[config.mk]
export PLATFORM = sky130hd
export DESIGN_NAME = rotated_image_address_generator_top
export DESIGN_NICKNAME = d
export VERILOG_FILES = /design/src/hdl/riag_pkg.sv /design/src/hdl/rotated_image_address_generator_top.sv /design/src/hdl/riag_cfg.sv /design/src/hdl/riag_step.sv /design/src/hdl/riag_addr.sv
export SDC_FILE = /design/constraint.sdc
export NUM_CORES = 1
export LEC_CHECK = 0
export ABC_AREA = 1
export CAP_MARGIN = 0
export CORE_MARGIN = 2
export CORE_UTILIZATION = 48
export DETAILED_ROUTE_END_ITERATION = 8
export DONT_BUFFER_PORTS = 1
export SYNTH_ARGS = -nofsm -noshare
export SYNTH_HDL_FRONTEND = slang
export SYNTH_SLANG_ARGS = --single-unit
[constraint.sdc]
create_clock -name i_clk -period 10.5 [get_ports i_clk]
set_input_delay 0.525 -clock i_clk [delete_from_list [all_inputs] [get_ports i_clk]]
set_output_delay 0.525 -clock i_clk [all_outputs]
set_load 0.005 [all_outputs]
[src/hdl/riag_pkg.sv]
`default_nettype none
package riag_pkg;

    localparam int VIEW_WIDTH  = 320;
    localparam int VIEW_HEIGHT = 240;
    localparam int MAP_WIDTH   = 1024;
    localparam int MAP_HEIGHT  = 1024;

    localparam int COL_W   = $clog2(VIEW_WIDTH);
    localparam int ROW_W   = $clog2(VIEW_HEIGHT);
    localparam int MAP_X_W = $clog2(MAP_WIDTH);
    localparam int MAP_Y_W = $clog2(MAP_HEIGHT);

    localparam int POS_W       = 32;
    localparam int FRAC_W      = 8;
    localparam int STEP_W      = 10;
    localparam int CENTER_W    = 18;
    localparam int CFG_IDX_W   = 2;
    localparam int CFG_DATA_W  = 18;
    localparam int MAP_IDX_W   = 20;
    localparam int FRAME_IDX_W = 17;

    localparam int ROUND_HALF   = 128;
    localparam int COS_RESET    = 256;
    localparam int SIN_RESET    = 0;
    localparam int CENTER_RESET = 131072;

    typedef enum logic [CFG_IDX_W-1:0] {
        CFG_COS      = 2'd0,
        CFG_SIN      = 2'd1,
        CFG_CENTER_X = 2'd2,
        CFG_CENTER_Y = 2'd3
    } t_cfg_reg;

    typedef struct packed {
        logic signed [STEP_W-1:0] cos_value;
        logic signed [STEP_W-1:0] sin_value;
        logic [CENTER_W-1:0]      center_x;
        logic [CENTER_W-1:0]      center_y;
    } t_cfg;

    typedef struct packed {
        logic [POS_W-1:0] x;
        logic [POS_W-1:0] y;
        logic [ROW_W-1:0] row;
        logic [COL_W-1:0] col;
        logic             eol;
        logic             eof;
    } t_pos;

endpackage
`default_nettype wire

[src/hdl/rotated_image_address_generator_top.sv]
`default_nettype none
// Rotated view address generator: each accepted word advances one pixel of the
// VIEW_WIDTH x VIEW_HEIGHT view in raster order (restart high returns to pixel
// zero) and yields the map index to sample plus the framebuffer index to write.
// One word per clock cycle sustained while the output is not stalled by i_ready;
// each word passes through the input register, then the position accumulator
// stage, then the address register. The rate is set by the position
// accumulator, which adds the cos/sin step or reloads the rotated row start.
// Configuration writes take effect for the next pixel or row start.
module rotated_image_address_generator_top (
    input  wire logic                             i_clk,
    input  wire logic                             i_rst_n,
    input  wire logic                             i_valid,
    output logic                                  o_ready,
    input  wire logic                             i_restart,
    output logic                                  o_valid,
    input  wire logic                             i_ready,
    output logic [riag_pkg::MAP_IDX_W-1:0]        o_map_index,
    output logic [riag_pkg::FRAME_IDX_W-1:0]      o_frame_index,
    output logic                                  o_outside_map,
    output logic                                  o_end_of_line,
    output logic                                  o_end_of_frame,
    input  wire logic                             i_cfg_valid,
    output logic                                  o_cfg_ready,
    input  wire logic [riag_pkg::CFG_IDX_W-1:0]   i_cfg_index,
    input  wire logic [riag_pkg::CFG_DATA_W-1:0]  i_cfg_data
);
    import riag_pkg::*;

    t_cfg cfg;
    t_pos pos;

    logic r_in_valid;
    logic r_restart;
    logic r_s_valid;
    logic r_o_valid;
    logic ready_o, ready_s, ready_in;
    logic fire_s, fire_o;

    assign ready_o  = !r_o_valid || i_ready;
    assign ready_s  = !r_s_valid || ready_o;
    assign ready_in = !r_in_valid || ready_s;
    assign fire_s   = r_in_valid && ready_s;
    assign fire_o   = r_s_valid && ready_o;

    always_ff @(posedge i_clk) begin
        if (!i_rst_n) begin
            r_in_valid <= 1'b0;
            r_s_valid  <= 1'b0;
            r_o_valid  <= 1'b0;
        end else begin
            if (ready_in) begin
                r_in_valid <= i_valid;
            end
            if (ready_s) begin
                r_s_valid <= r_in_valid;
            end
            if (ready_o) begin
                r_o_valid <= r_s_valid;
            end
        end
    end

    always_ff @(posedge i_clk) begin
        if (ready_in && i_valid) begin
            r_restart <= i_restart;
        end
    end

    riag_cfg u_cfg (
        .i_clk   (i_clk),
        .i_rst_n (i_rst_n),
        .i_write (i_cfg_valid),
        .i_index (i_cfg_index),
        .i_data  (i_cfg_data),
        .o_cfg   (cfg)
    );

    riag_step u_step (
        .i_clk     (i_clk),
        .i_rst_n   (i_rst_n),
        .i_fire    (fire_s),
        .i_restart (r_restart),
        .i_cfg     (cfg),
        .o_pos     (pos)
    );

    riag_addr u_addr (
        .i_clk          (i_clk),
        .i_load         (fire_o),
        .i_pos          (pos),
        .o_map_index    (o_map_index),
        .o_frame_index  (o_frame_index),
        .o_outside_map  (o_outside_map),
        .o_end_of_line  (o_end_of_line),
        .o_end_of_frame (o_end_of_frame)
    );

    assign o_ready     = ready_in;
    assign o_valid     = r_o_valid;
    assign o_cfg_ready = 1'b1;

    a_eof_is_eol: assert property (@(posedge i_clk) disable iff (!i_rst_n)
        o_valid && o_end_of_frame |-> o_end_of_line)
        else $error("frame end without line end");

    a_outside_zero: assert property (@(posedge i_clk) disable iff (!i_rst_n)
        o_valid && o_outside_map |-> (o_map_index == '0))
        else $error("outside sample with nonzero map index");

    a_stage_hold: assert property (@(posedge i_clk) disable iff (!i_rst_n)
        r_s_valid && !ready_o |=> r_s_valid && $stable(pos))
        else $error("position stage lost or changed a stalled word");

endmodule
`default_nettype wire

[src/hdl/riag_cfg.sv]
`default_nettype none
module riag_cfg (
    input  wire logic                             i_clk,
    input  wire logic                             i_rst_n,
    input  wire logic                             i_write,
    input  wire logic [riag_pkg::CFG_IDX_W-1:0]   i_index,
    input  wire logic [riag_pkg::CFG_DATA_W-1:0]  i_data,
    output riag_pkg::t_cfg                        o_cfg
);
    import riag_pkg::*;

    t_cfg r_cfg;

    always_ff @(posedge i_clk) begin
        if (!i_rst_n) begin
            r_cfg.cos_value <= STEP_W'(COS_RESET);
            r_cfg.sin_value <= STEP_W'(SIN_RESET);
            r_cfg.center_x  <= CENTER_W'(CENTER_RESET);
            r_cfg.center_y  <= CENTER_W'(CENTER_RESET);
        end else if (i_write) begin
            unique case (t_cfg_reg'(i_index))
                CFG_COS:      r_cfg.cos_value <= i_data[STEP_W-1:0];
                CFG_SIN:      r_cfg.sin_value <= i_data[STEP_W-1:0];
                CFG_CENTER_X: r_cfg.center_x  <= i_data[CENTER_W-1:0];
                CFG_CENTER_Y: r_cfg.center_y  <= i_data[CENTER_W-1:0];
            endcase
        end
    end

    assign o_cfg = r_cfg;

endmodule
`default_nettype wire

[src/hdl/riag_step.sv]
`default_nettype none
module riag_step (
    input  wire logic        i_clk,
    input  wire logic        i_rst_n,
    input  wire logic        i_fire,
    input  wire logic        i_restart,
    input  wire riag_pkg::t_cfg i_cfg,
    output riag_pkg::t_pos   o_pos
);
    import riag_pkg::*;

    localparam logic signed [COL_W:0] X_START = (COL_W+1)'(-(VIEW_WIDTH / 2));

    logic [ROW_W-1:0] r_row, n_row;
    logic [COL_W-1:0] r_col, n_col;
    logic [POS_W-1:0] r_sx, n_sx;
    logic [POS_W-1:0] r_sy, n_sy;
    t_pos             r_pos, n_pos;

    logic [ROW_W-1:0]              cur_row;
    logic [COL_W-1:0]              cur_col;
    logic signed [ROW_W:0]         ys;
    logic signed [STEP_W+COL_W:0]  c_xs, s_xs;
    logic signed [STEP_W+ROW_W:0]  c_ys, s_ys;
    logic [POS_W-1:0]              start_x, start_y;
    logic                          eol, eof;

    always_comb begin
        cur_row = i_restart ? '0 : r_row;
        cur_col = i_restart ? '0 : r_col;

        // rotate the row's left corner, then translate and round
        ys   = signed'({1'b0, cur_row} - (ROW_W+1)'(VIEW_HEIGHT / 2));
        c_xs = i_cfg.cos_value * X_START;
        s_xs = i_cfg.sin_value * X_START;
        c_ys = i_cfg.cos_value * ys;
        s_ys = i_cfg.sin_value * ys;
        start_x = POS_W'(c_xs) - POS_W'(s_ys) + POS_W'(i_cfg.center_x) + POS_W'(ROUND_HALF);
        start_y = POS_W'(s_xs) + POS_W'(c_ys) + POS_W'(i_cfg.center_y) + POS_W'(ROUND_HALF);

        eol = (cur_col == COL_W'(VIEW_WIDTH - 1));
        eof = eol && (cur_row == ROW_W'(VIEW_HEIGHT - 1));

        n_pos.x   = (cur_col == '0) ? start_x : r_sx;
        n_pos.y   = (cur_col == '0) ? start_y : r_sy;
        n_pos.row = cur_row;
        n_pos.col = cur_col;
        n_pos.eol = eol;
        n_pos.eof = eof;

        n_sx = n_pos.x + POS_W'(i_cfg.cos_value);
        n_sy = n_pos.y + POS_W'(i_cfg.sin_value);

        if (eol) begin
            n_col = '0;
            n_row = eof ? '0 : cur_row + 1'b1;
        end else begin
            n_col = cur_col + 1'b1;
            n_row = cur_row;
        end
    end

    always_ff @(posedge i_clk) begin
        if (!i_rst_n) begin
            r_row <= '0;
            r_col <= '0;
            r_sx  <= '0;
            r_sy  <= '0;
        end else if (i_fire) begin
            r_row <= n_row;
            r_col <= n_col;
            r_sx  <= n_sx;
            r_sy  <= n_sy;
        end
    end

    always_ff @(posedge i_clk) begin
        if (i_fire) begin
            r_pos <= n_pos;
        end
    end

    assign o_pos = r_pos;

    a_col_range: assert property (@(posedge i_clk) disable iff (!i_rst_n)
        r_col < COL_W'(VIEW_WIDTH))
        else $error("column count out of range");

    a_row_range: assert property (@(posedge i_clk) disable iff (!i_rst_n)
        r_row < ROW_W'(VIEW_HEIGHT))
        else $error("row count out of range");

    a_frame_wrap: assert property (@(posedge i_clk) disable iff (!i_rst_n)
        i_fire && eof |=> (r_row == '0) && (r_col == '0))
        else $error("walk did not wrap to pixel zero after frame end");

endmodule
`default_nettype wire

[src/hdl/riag_addr.sv]
`default_nettype none
module riag_addr (
    input  wire logic                              i_clk,
    input  wire logic                              i_load,
    input  wire riag_pkg::t_pos                    i_pos,
    output logic [riag_pkg::MAP_IDX_W-1:0]         o_map_index,
    output logic [riag_pkg::FRAME_IDX_W-1:0]       o_frame_index,
    output logic                                   o_outside_map,
    output logic                                   o_end_of_line,
    output logic                                   o_end_of_frame
);
    import riag_pkg::*;

    localparam int HI_W = POS_W - 1 - FRAC_W;

    logic [MAP_IDX_W-1:0]   r_map_index, n_map_index;
    logic [FRAME_IDX_W-1:0] r_frame_index, n_frame_index;
    logic                   r_outside, n_outside;
    logic                   r_eol, r_eof;
    logic [MAP_X_W-1:0]     px;
    logic [MAP_Y_W-1:0]     py;

    always_comb begin
        px = i_pos.x[FRAC_W +: MAP_X_W];
        py = i_pos.y[FRAC_W +: MAP_Y_W];
        n_outside = i_pos.x[POS_W-1] || i_pos.y[POS_W-1]
                 || (i_pos.x[POS_W-2:FRAC_W] >= HI_W'(MAP_WIDTH))
                 || (i_pos.y[POS_W-2:FRAC_W] >= HI_W'(MAP_HEIGHT));
        n_map_index = n_outside ? '0
                    : MAP_IDX_W'(py) * MAP_IDX_W'(MAP_WIDTH) + MAP_IDX_W'(px);
        n_frame_index = FRAME_IDX_W'(i_pos.row) * FRAME_IDX_W'(VIEW_WIDTH)
                      + FRAME_IDX_W'(i_pos.col);
    end

    always_ff @(posedge i_clk) begin
        if (i_load) begin
            r_map_index   <= n_map_index;
            r_frame_index <= n_frame_index;
            r_outside     <= n_outside;
            r_eol         <= i_pos.eol;
            r_eof         <= i_pos.eof;
        end
    end

    assign o_map_index    = r_map_index;
    assign o_frame_index  = r_frame_index;
    assign o_outside_map  = r_outside;
    assign o_end_of_line  = r_eol;
    assign o_end_of_frame = r_eof;

endmodule
`default_nettype wire

# Word level (Yosys, flattened, before mapping)
# Index checks and enable logic that the tools add are counted.
# word_totals
register_bits,264
input_bits,26
out_inout_bits,43
wordCells,74
# classes
add_sub_neg,13
n_mul,5
order_cmp,2
n_eq_ne,5
n_mux,7
n_reduce_logical,19
# ops
op,count
32-bit by 18-bit adder with 32-bit output,2
32-bit adder,2
32-bit by 8-bit adder with 32-bit output (second input constant),2
32-bit two-way mux,2
23-bit by 11-bit >= comparator with 1-bit output (second input constant),2
10-bit by 9-bit multiplier with 19-bit output,2
10-bit by 4-bit multiplier with 14-bit output (second input constant),2
8-bit two-way mux,3
19-bit by 19-bit adder with 20-bit output,1
20-bit by 10-bit adder with 20-bit output,1
19-bit by 19-bit subtractor with 20-bit output,1
9-bit two-way mux,2
17-bit by 9-bit adder with 17-bit output,1
8-bit by 3-bit multiplier with 11-bit output (second input constant),1
9-bit by 1-bit adder with 9-bit output (second input constant),1
9-bit == test (second input constant),1
9-bit logical NOT,1
8-bit by 7-bit subtractor with 9-bit output (second input constant),1
8-bit by 1-bit adder with 8-bit output (second input constant),1
8-bit == test (second input constant),1
2-bit AND reduction,4
1-bit logical OR,6
2-bit == test (second input constant),2
1-bit logical AND,4
3 further kinds,5

# Depth between registers and ports, before layout
# Gate-level depths: netlist (run 1).
# depth
ltp_word,8
ltp_mapped,58
depth_no_buf,56

# Modules after synthesis
# Synthesis (run 1) repeated with hierarchy kept, for this count alone.
# hier_totals
cells_unflattened,3375
area_unflattened_um2,26568.0
# modules_own_cells
module,instances,cells_per_inst,area_each_um2,seq_area_each_um2
riag_step,1,2806,21968.6,4113.9
riag_cfg,1,357,2348.5,1121.1
riag_addr,1,190,2070.7,1201.2
rotated_image_address_generator_top,1,22,180.2,90.1

# Worst setup path before layout (run 1)
# No wires, ideal clock.
# synth_timing
kind,reg-to-reg
start,register r_restart
end,register u_step.r_sy[25]
setup_time_ns,0.112
t_arrival_ns,8.724
t_required_ns,10.388
slack_ns,1.664
stages_incl_launch_ff,51
n_path_buf,2
period_less_slack_ns,8.836
cell_sequence,edfxtp_1 -> buf_6 -> nor2_1 -> ha_1 -> nand4_1 -> nand2_1 -> nand2_1 -> inv_1 -> clkbuf_1 -> nor2_1 -> fa_1 -> inv_1 -> fa_1 -> inv_1 -> fa_1 -> inv_1 -> fa_1 -> fa_1 -> [15 not listed] -> ha_1 -> nand2_1 -> nor4_1 -> nand4_1 -> nand3_1 -> nand2_1 -> a21oi_1 -> nor2_1 -> ha_1 -> a21o_1 -> o21bai_1 -> a21oi_1 -> nand3_1 -> a21oi_1 -> xor2_1 -> nand2_1 -> nand2_1 -> inv_1
# synth_rtl
element,line_no,source
from (decl),rotated_image_address_generator_top.sv:34,logic r_restart;
from (signal assigned),rotated_image_address_generator_top.sv:66,r_restart <= i_restart;
to (signal assigned),riag_step.sv:73,r_sy <= n_sy;
to (decl),riag_step.sv:17,"logic [POS_W-1:0] r_sy, n_sy;"

==> flow_summary_export.csv, run 1 <==
group,metric,value,unit
outcome,status,"finished clean",
yosys,synthTopCellsByCount,"inv_1 (681), nand2_1 (538), nor2_1 (402)",
global_route,grt_pass1_vias,22189,
layout,area_delta_synth_final,8.231,%
yosys,synth_seq_cells,248,
hold_path,hp-start,"i_restart",
timing,finalCritPeriodShare,93.83,%
clock_tree,clkTransAtPathRegs,0.05,ns
drt,drcViolationCount,0,
drt,drt_iter0_markers,1358,
timing,rsz0062_at_grt,"false",
clock_tree,clk_latency,0.56,ns
worst_setup_path,critPathMaxFanout,8,
place,port_buffers,0,
floorplanning,die-height,236.6,um
clock_tree,ctsLongestPathBuffers,3,
drt,wl_met1,32940,um
yosys,ys_async_sr_fraction,0,%
yosys,synth_area_per_cell,7.663,um^2
floorplanning,num_rows,85,
floorplanning,die_x,236.6,um
drt,drt-total-wl,76400,um
layout,fin_util,52.43,%
place,gp_congestion,0.9496,
timing,final.setup.worst_slack,0.6476,ns
yosys,synth_top_flop_cell,"dfxtp_1",
timing,hold_viol,0,
global_route,grt_overflow_total,0,
yosys,synth-edff-count,108,
timing,timing.fmax,101.5,MHz
yosys,yosysTopAreaCell,"fa_1",
drt,wl_per_cell,18.54,um
drt,ant_nets,0,
timing,slew_headroom,26.83,%
worst_setup_path,crit_arrival,10.30,ns
global_route,groute.usage.overall,27.94,%
drt,vias_per_cell,5.331,
worst_setup_path,crit_top_cell,"nand2_1",
floorplanning,die-area,55970,um^2
yosys,synth_top_area_share,16.19,%
drt,vias,21963,
worst_setup_path,r2r_start,"r_restart",
clock_tree,cts-htree-levels,2,
yosys,synth.cell_area,25960,um^2
layout,drive_above_1_share,4.353,%
worst_setup_path,cp-endpoint,"u_step.r_sy[25]",
timing,tightest_slew,1.094,ns
yosys,yosysUniqueCellTypes,51,
place,dp_hpwl,60970,um
timing,finalSetupTns,0,ns
worst_setup_path,required,10.95,ns
timing,finalCriticalPeriod,9.852,ns
timing,clock_skew,0.01979,ns
yosys,syn_inst,3388,
worst_setup_path,r2r_end,"u_step.r_sy[25]",
worst_setup_path,critical_path_class,"flip-flop to flip-flop",
hold_path,hold_path_class,"input pin to flip-flop",
clock_tree,root_buffer,"clkbuf_16",
yosys,yosysSeqAreaShare,23.29,%
worst_setup_path,cp-end-kind,"flip-flop",
timing,hold_slack,0.06695,ns
worst_setup_path,reg2reg_depth,46,
worst_setup_path,startpoint_type,"flip-flop",
worst_setup_path,setup.worst_path.start,"r_restart",
yosys,synth_nets,3931,
global_route,grt_max_degree,84,
drt,drtPass1Iterations,6,
clock_tree,cts_made_buffers,35,
yosys,synthTopCellsByArea,"fa_1 (16%), ha_1 (15%), edfxtp_1 (12%)",
global_route,grt_pass1_wl,121600,um
floorplanning,start_util,48.44,%
run,maxCapViolations,0,
global_route,grt_antenna_before_repair,3,
yosys,synth_most_common_cell,"inv_1",
layout,nets,3941,
floorplanning,coreArea,53600,um^2
worst_setup_path,ff2ff_setup_slack,0.65,ns
worst_setup_path,slowest_stage,"fa_1",
clock_tree,clkSinkCount,248,
clock_tree,holdBufCountCts,0,
drt,route.met3.wl,5665,um
worst_setup_path,crit_path_max_incr_delay,0.53,ns
drt,dr_wl_met2,34950,um
timing,setup_viol,0,
place,pre_cts_ws,0.3636,ns
clock_tree,cts_tree,"built",
yosys,yosysWarningCount,0,
timing,report.final.slew_viol_count,0,
drt,top_layer_used,"met5",
floorplanning,ios,69,
metal layers:
layer  up-vias  global-route usage, %
met2       658                  46.03
met4         2                  10.28
li1      10785                      -
met1     10374                  36.17
met5         -                      0
met3       144                  5.934
layout make-up:
| class | count | area (um^2) |
|---|---|---|
| fillers | 5244 | 25500 |
| flip-flops and latches | 248 | 6046 |
| diodes | 1 | 2.502 |
| inverters | 694 | 2618 |
| clock inverters | 19 | 249.0 |
| multi-input cells | 2370 | 17020 |
| clock buffers | 43 | 925.9 |
| repair buffers | 49 | 367.9 |
| well taps | 696 | 870.8 |
cell families (layout without fill, tap and decap cells):
logic type,Yosys count,count (layout),synth area share (%)
compound gates,585,585,12.14
xor+xnor,127,127,4.284
fa+ha+maj,517,517,30.99
buf+inv,770,805,11.31
flops,248,248,23.29
other cells,1,2,0.01444
simple gates,1140,1140,17.98
how the worst min path moves through the flow:
| stage | to | cells after the start |
|---|---|---|
| after floorplan | u_addr.o_end_of_frame | 0 |
| after global placement | u_addr.o_frame_index[2] | 0 |
| after detailed placement | u_addr.o_end_of_frame | 0 |
| after CTS | r_restart | 0 |
| after global routing | r_restart | 0 |
| final | r_restart | 0 |
registers in the layout, indices dropped and copies added (netlist names), 8 cells and up:
signal,count
u_step.r_sx,32
u_addr.o_frame_index,17
u_addr.o_map_index,20
u_step.o_pos,67
u_cfg.o_cfg,56
u_step.r_sy,32
u_step.r_col,9
u_step.r_row,8
stage by stage:
step / cells / area (um^2)
after global placement: 4052 / 26850
after global routing: 4119 / 28100
after floorplan: 3388 / 25960
after detailed placement: 4052 / 26850
after CTS: 4114 / 28030
final: 4120 / 28100
cell usage in the layout (no fill, tap or decap), types with 3 or more instances in the layout:
cell / Yosys / layout
xor2_1: 87 / 87
a31o_2: 4 / 4
nand2_1: 538 / 536
or2_2: 11 / 11
bufinv_16: 0 / 5
o22ai_1: 4 / 4
o21ai_1: 5 / 7
clkinvlp_4: 0 / 4
and2_1: 3 / 3
fa_1: 210 / 210
clkbuf_1: 58 / 6
nand3_1: 104 / 104
nor2_2: 3 / 4
dfxtp_1: 140 / 140
inv_1: 681 / 677
nor4_1: 14 / 13
o211ai_1: 15 / 15
ha_1: 307 / 307
clkinv_2: 1 / 6
xnor2_1: 40 / 40
a21o_1: 23 / 23
a21boi_0: 5 / 4
nand4_1: 20 / 20
clkinv_1: 7 / 10
o221ai_1: 5 / 5
nor3_1: 23 / 23
inv_2: 5 / 5
a31oi_1: 5 / 5
a21oi_1: 265 / 263
o21ai_0: 227 / 225
nand2_2: 4 / 6
edfxtp_1: 108 / 108
nor2_1: 402 / 401
o21bai_1: 17 / 17
clkbuf_16: 0 / 35
nand3b_1: 9 / 9
buf_4: 4 / 49
o21a_1: 3 / 3
worst max-delay path, delay by kind of cell (launching register included):
kind	cells	cell delay, ns
AO/OA/AOI/OAI	12	2.23
XOR/XNOR	2	0.47
adder cells (fa/ha/maj)	10	4.01
buffers and inverters	8	0.80
flip-flops	1	0.51
AND/OR/NAND/NOR	14	1.71
timing repair:
item,in CTS,in global routing
resized for setup,0,13
endpoints found under the setup margin,0,20
buffers inserted,0,5
Power of run 1 is left out: the tool's default activity adds up to more than one toggle a clock period on the data nets, which glitch-free logic cannot reach.
==> inputs of run 2 (changes only) <==
CORE_ASPECT_RATIO = 1.2   (was unset)
==> run 2 against run 1 <==
  * Critical path depth decreased by 3
  * Maximum frequency barely moved
  * Sequential share of layout area up 0.18 points
  * Via count rose by 0.11%
  * Critical endpoint is now u_step.r_sx[25]
==> flow_summary_export.csv, run 2 (same netlist as run 1, synthesis figures left out) <==
group,metric,value,unit
worst_setup_path,cp-end-kind,"flip-flop",
worst_setup_path,r2r_start,"r_restart",
place,place_inst,4069,
worst_setup_path,slowest_stage,"fa_1",
clock_tree,cts-htree-levels,1,
clock_tree,cts_made_buffers,30,
timing,finalSetupTns,0,ns
layout,largest_register_ffs,67,
floorplanning,coreArea,53530,um^2
global_route,grt_overflow_total,0,
clock_tree,holdBufCountCts,0,
worst_setup_path,reg2reg_depth,43,
global_route,groute.usage.overall,27.02,%
hold_path,hold_end,"r_restart",
worst_setup_path,critPathMaxFanout,11,
hold_path,hold_depth,0,
layout,fillCellCount,5362,
drt,drt-total-wl,74940,um
global_route,grt_antenna_before_repair,2,
floorplanning,die-height,258.8,um
layout,layout_common_cells,"inv_1 (679), nand2_1 (536), nor2_1 (401), ha_1 (307), a21oi_1 (262)",
timing,hold_viol,0,
clock_tree,clkSinkCount,248,
hold_path,hold_path_class,"input pin to flip-flop",
layout,area_delta_synth_final,7.349,%
place,dp_hpwl,60060,um
drt,drcViolationCount,0,
worst_setup_path,crit_path_max_incr_delay,0.57,ns
global_route,grt_max_degree,74,
floorplanning,num_rows,93,
timing,tightest_slew,0.9716,ns
global_route,grt_pass1_wl,119100,um
worst_setup_path,startpoint_type,"flip-flop",
outcome,status,"finished clean",
timing,finalCriticalPeriod,9.854,ns
run,maxCapViolations,0,
global_route,grt_pass1_vias,22214,
drt,vias,21988,
clock_tree,ctsLongestPathBuffers,3,
timing,clock_skew,0.04810,ns
place,port_buffers,0,
layout,fin_cells,4133,
clock_tree,clkTransAtPathRegs,0.06,ns
drt,drt_iter0_markers,1472,
floorplanning,start_util,48.51,%
drt,ant_nets,0,
timing,rsz0062_at_grt,"false",
timing,finalCritPeriodShare,93.85,%
timing,timing.fmax,101.5,MHz
timing,slew_headroom,34.99,%
layout,nets,3939,
place,gp_congestion,0.9777,
clock_tree,root_buffer,"clkbuf_16",
floorplanning,die-area,55970,um^2
timing,setup_viol,0,
clock_tree,clk_latency,0.61,ns
clock_tree,cts_tree,"built",
worst_setup_path,ff2ff_setup_slack,0.65,ns
worst_setup_path,required,10.96,ns
worst_setup_path,critical_path_class,"flip-flop to flip-flop",
floorplanning,die_x,216.3,um
drt,drtPass1Iterations,5,
worst_setup_path,crit_arrival,10.31,ns
timing,report.final.slew_viol_count,0,
worst_setup_path,r2r_end,"u_step.r_sx[25]",
hold_path,hp-start,"i_restart",
drt,wl_per_cell,18.13,um
floorplanning,ios,69,
layout,drive_above_1_share,4.123,%
drt,vias_per_cell,5.320,
layout,layout_commonest_cell,"inv_1",
run 2: cell count changes in the layout (fill, tap and decap cells not counted), sizes merged:
cell      before  now
clkinv        17   19
clkbuf        43   41
buf           49   52
clkinvlp       4    3
bufinv         5    0
run 2: final cells by class:
cell class	count	area, um^2	share of cell area, %
inverter	694	2613	9.373
clock buffer	41	812.0	2.913
multi-input combinational	2370	17020	61.07
tap	712	890.9	3.196
sequential	248	6047	21.70
antenna	1	2.502	0.008978
timing repair buffer	52	390.4	1.401
clock inverter	15	96.34	0.3457
run 2: repair_timing:
item / in CTS / in global routing
buffers inserted: 0 / 7
setup endpoints to repair: 0 / 19
gates resized for setup: 0 / 9
run 2: layer usage:
layer,vias up,share of wire (%),GRT usage (%)
li1,10777,-,-
met5,-,0.017,0
met3,147,5.1,3.322
met1,10493,41,33.13
met2,569,50,48.66
met4,2,3.9,9.703
run 2: critical path: cells and delay by family (launching register included):
family	cells	cell delay, ns
adder cells (fa/ha/maj)	9	4.04
AO/OA/AOI/OAI	10	1.89
AND/OR/NAND/NOR	13	1.80
buffers and inverters	9	1.12
flip-flops	1	0.46
XOR/XNOR	2	0.41
run 2: how the worst max path moves through the flow:
stage,startpoint,to,slack [ns],cells past startpoint
2_1_floorplan,r_restart,u_step.r_sy[25],1.66,50
3_3_place_gp,u_cfg.o_cfg[48],u_step.r_sx[30],0.67,45
3_5_place_dp,r_restart,u_step.r_sx[30],0.51,46
4_1_cts,r_restart,u_step.r_sx[30],0.46,46
5_1_grt,r_restart,u_step.r_sy[29],0.02,47
6_report,r_restart,u_step.r_sx[25],0.65,43
run 2: stage by stage:
step	setup WS [ns]	utilization [%]	hold WS, ns	cell area [um^2]
5_1_grt	0.02219	52.07	0.01591	27870
2_1_floorplan	1.664	-	0.4003	25960
6_report	0.6461	52.07	0.05046	27870
3_5_place_dp	0.5097	50.21	0.4062	26880
3_3_place_gp	0.6730	50.21	0.4022	26880
4_1_cts	0.4641	51.91	0.01746	27790
Power of run 2 is left out for the same reason.
==> inputs of run 3 (changes only) <==
GPL_TIMING_DRIVEN = 0   (was unset)
==> run 3 against run 2 <==
  * Register-to-register slack lost 0.26 ns
  * Non-clock buffer count increased by 38
  * Worst hold slack better by 0.016 ns
  * Die area stayed put
  * Cell count up 0.77%
  * Wire length increased by 6.8%
  * Highest routed layer is now met4
==> flow_summary_export.csv, run 3 (same netlist as run 1, synthesis figures left out) <==
group,metric,value,unit
layout,layout_common_cells,"inv_1 (678), nand2_1 (532), nor2_1 (395), ha_1 (302), a21oi_1 (254)",
place,gp_congestion,0.9430,
worst_setup_path,reg2reg_depth,43,
floorplanning,ios,69,
layout,nets,3974,
floorplanning,coreArea,53530,um^2
clock_tree,cts-htree-levels,1,
worst_setup_path,crit_arrival,10.59,ns
timing,rsz0062_at_grt,"true",
layout,largest_register_ffs,67,
floorplanning,die-height,258.8,um
layout,fin_cells,4165,
clock_tree,clkSinkCount,248,
outcome,status,"finished clean",
layout,area_delta_synth_final,8.438,%
floorplanning,start_util,48.51,%
timing,finalCritPeriodShare,96.37,%
timing,clock_skew,0.03495,ns
clock_tree,clkTransAtPathRegs,0.06,ns
place,pre_cts_ws,-0.9029,ns
clock_tree,ctsLongestPathBuffers,3,
layout,drive_above_1_share,4.577,%
worst_setup_path,critPathMaxFanout,11,
worst_setup_path,slowest_stage,"clkbuf_1",
timing,timing.fmax,98.83,MHz
timing,slew_headroom,22.89,%
hold_path,hold_depth,0,
worst_setup_path,startpoint_type,"flip-flop",
drt,drtPass1Iterations,7,
hold_path,hold_path_class,"input pin to flip-flop",
run,maxCapViolations,0,
floorplanning,die_x,216.3,um
place,dp_hpwl,65430,um
floorplanning,die-area,55970,um^2
drt,wl_per_cell,19.21,um
timing,tightest_slew,1.157,ns
timing,setup_viol,0,
timing,finalCriticalPeriod,10.12,ns
worst_setup_path,crit_path_max_incr_delay,0.60,ns
timing,hold_viol,0,
global_route,grt_overflow_total,0,
worst_setup_path,crit_top_cell,"nand2_1",
layout,fin_util,52.60,%
global_route,grt_max_degree,42,
clock_tree,holdBufCountCts,0,
drt,drt-total-wl,80030,um
drt,vias,22243,
worst_setup_path,required,10.97,ns
place,place_inst,4102,
clock_tree,root_buffer,"clkbuf_16",
place,port_buffers,0,
timing,hold_slack,0.06624,ns
clock_tree,clk_latency,0.58,ns
drt,vias_per_cell,5.340,
worst_setup_path,critical_path_class,"flip-flop to flip-flop",
drt,ant_nets,0,
layout,layout_commonest_cell,"inv_1",
floorplanning,num_rows,93,
global_route,grt_pass1_vias,22141,
timing,final.setup.worst_slack,0.3815,ns
clock_tree,cts_made_buffers,27,
worst_setup_path,cp-end-kind,"flip-flop",
global_route,groute.usage.overall,28.46,%
drt,drcViolationCount,0,
timing,report.final.slew_viol_count,0,
drt,drt_iter0_markers,1764,
global_route,grt_antenna_before_repair,0,
clock_tree,cts_tree,"built",
global_route,grt_pass1_wl,123700,um
[run 3: changes by cell type in the layout (fill, tap and decap cells not counted), sizes merged]
cell      previous run  this run
buf                 52        35
bufinv               0         2
clkbuf              41        93
clkinv              19        13
clkinvlp             3         5
inv                687       686
[run 3: final timing paths]
kind	to	from	slack, ns
min reg2reg	u_addr.o_frame_index[1]	u_step.o_pos[3]	0.43
max	u_step.r_sx[31]	r_restart	0.38
min	r_restart	i_restart	0.07
max reg2reg	u_step.r_sx[31]	r_restart	0.38
[run 3: cell type report]
cell class                 instances  area, um^2
timing repair buffer              17       165.2
clock inverter                    12       117.6
inverter                         694        2620
sequential                       248        6053
multi-input combinational       2370       17200
antenna                            1       2.502
tap                              712       890.9
fill                            5251       25370
clock buffer                      38       768.2
buffer                            73       341.6
[run 3: per-stage QoR]
stage / setup TNS [ns] / area, um^2
after floorplan: 0 / 25960
after CTS: 0 / 27850
after global placement: -13.14 / 26850
after detailed placement: -14.85 / 26910
after global routing: -0.3151 / 28150
final: 0 / 28150
[run 3: timing repair]
item	4_1_cts	5_1_grt
setup buffers	0	15
pin swaps	0	4
gates resized for setup	20	57
setup endpoints to repair	25	27
[run 3: routing by layer]
metal,share of wire [%],global-route usage (%),vias up
li1,-,-,10851
met1,40,34.20,10630
met2,50,51.87,605
met3,5.2,3.134,157
met4,4.4,11.24,0
met5,0,0,-
[run 3: critical path, delay by kind of cell (launching register included)]
kind / cells / cell delay (ns)
fa+ha+maj: 10 / 4.19
simple gates: 21 / 2.99
buf+inv: 7 / 1.27
compound gates: 4 / 0.72
flops: 1 / 0.54
xor+xnor: 1 / 0.28
Power of run 3 is left out for the same reason.
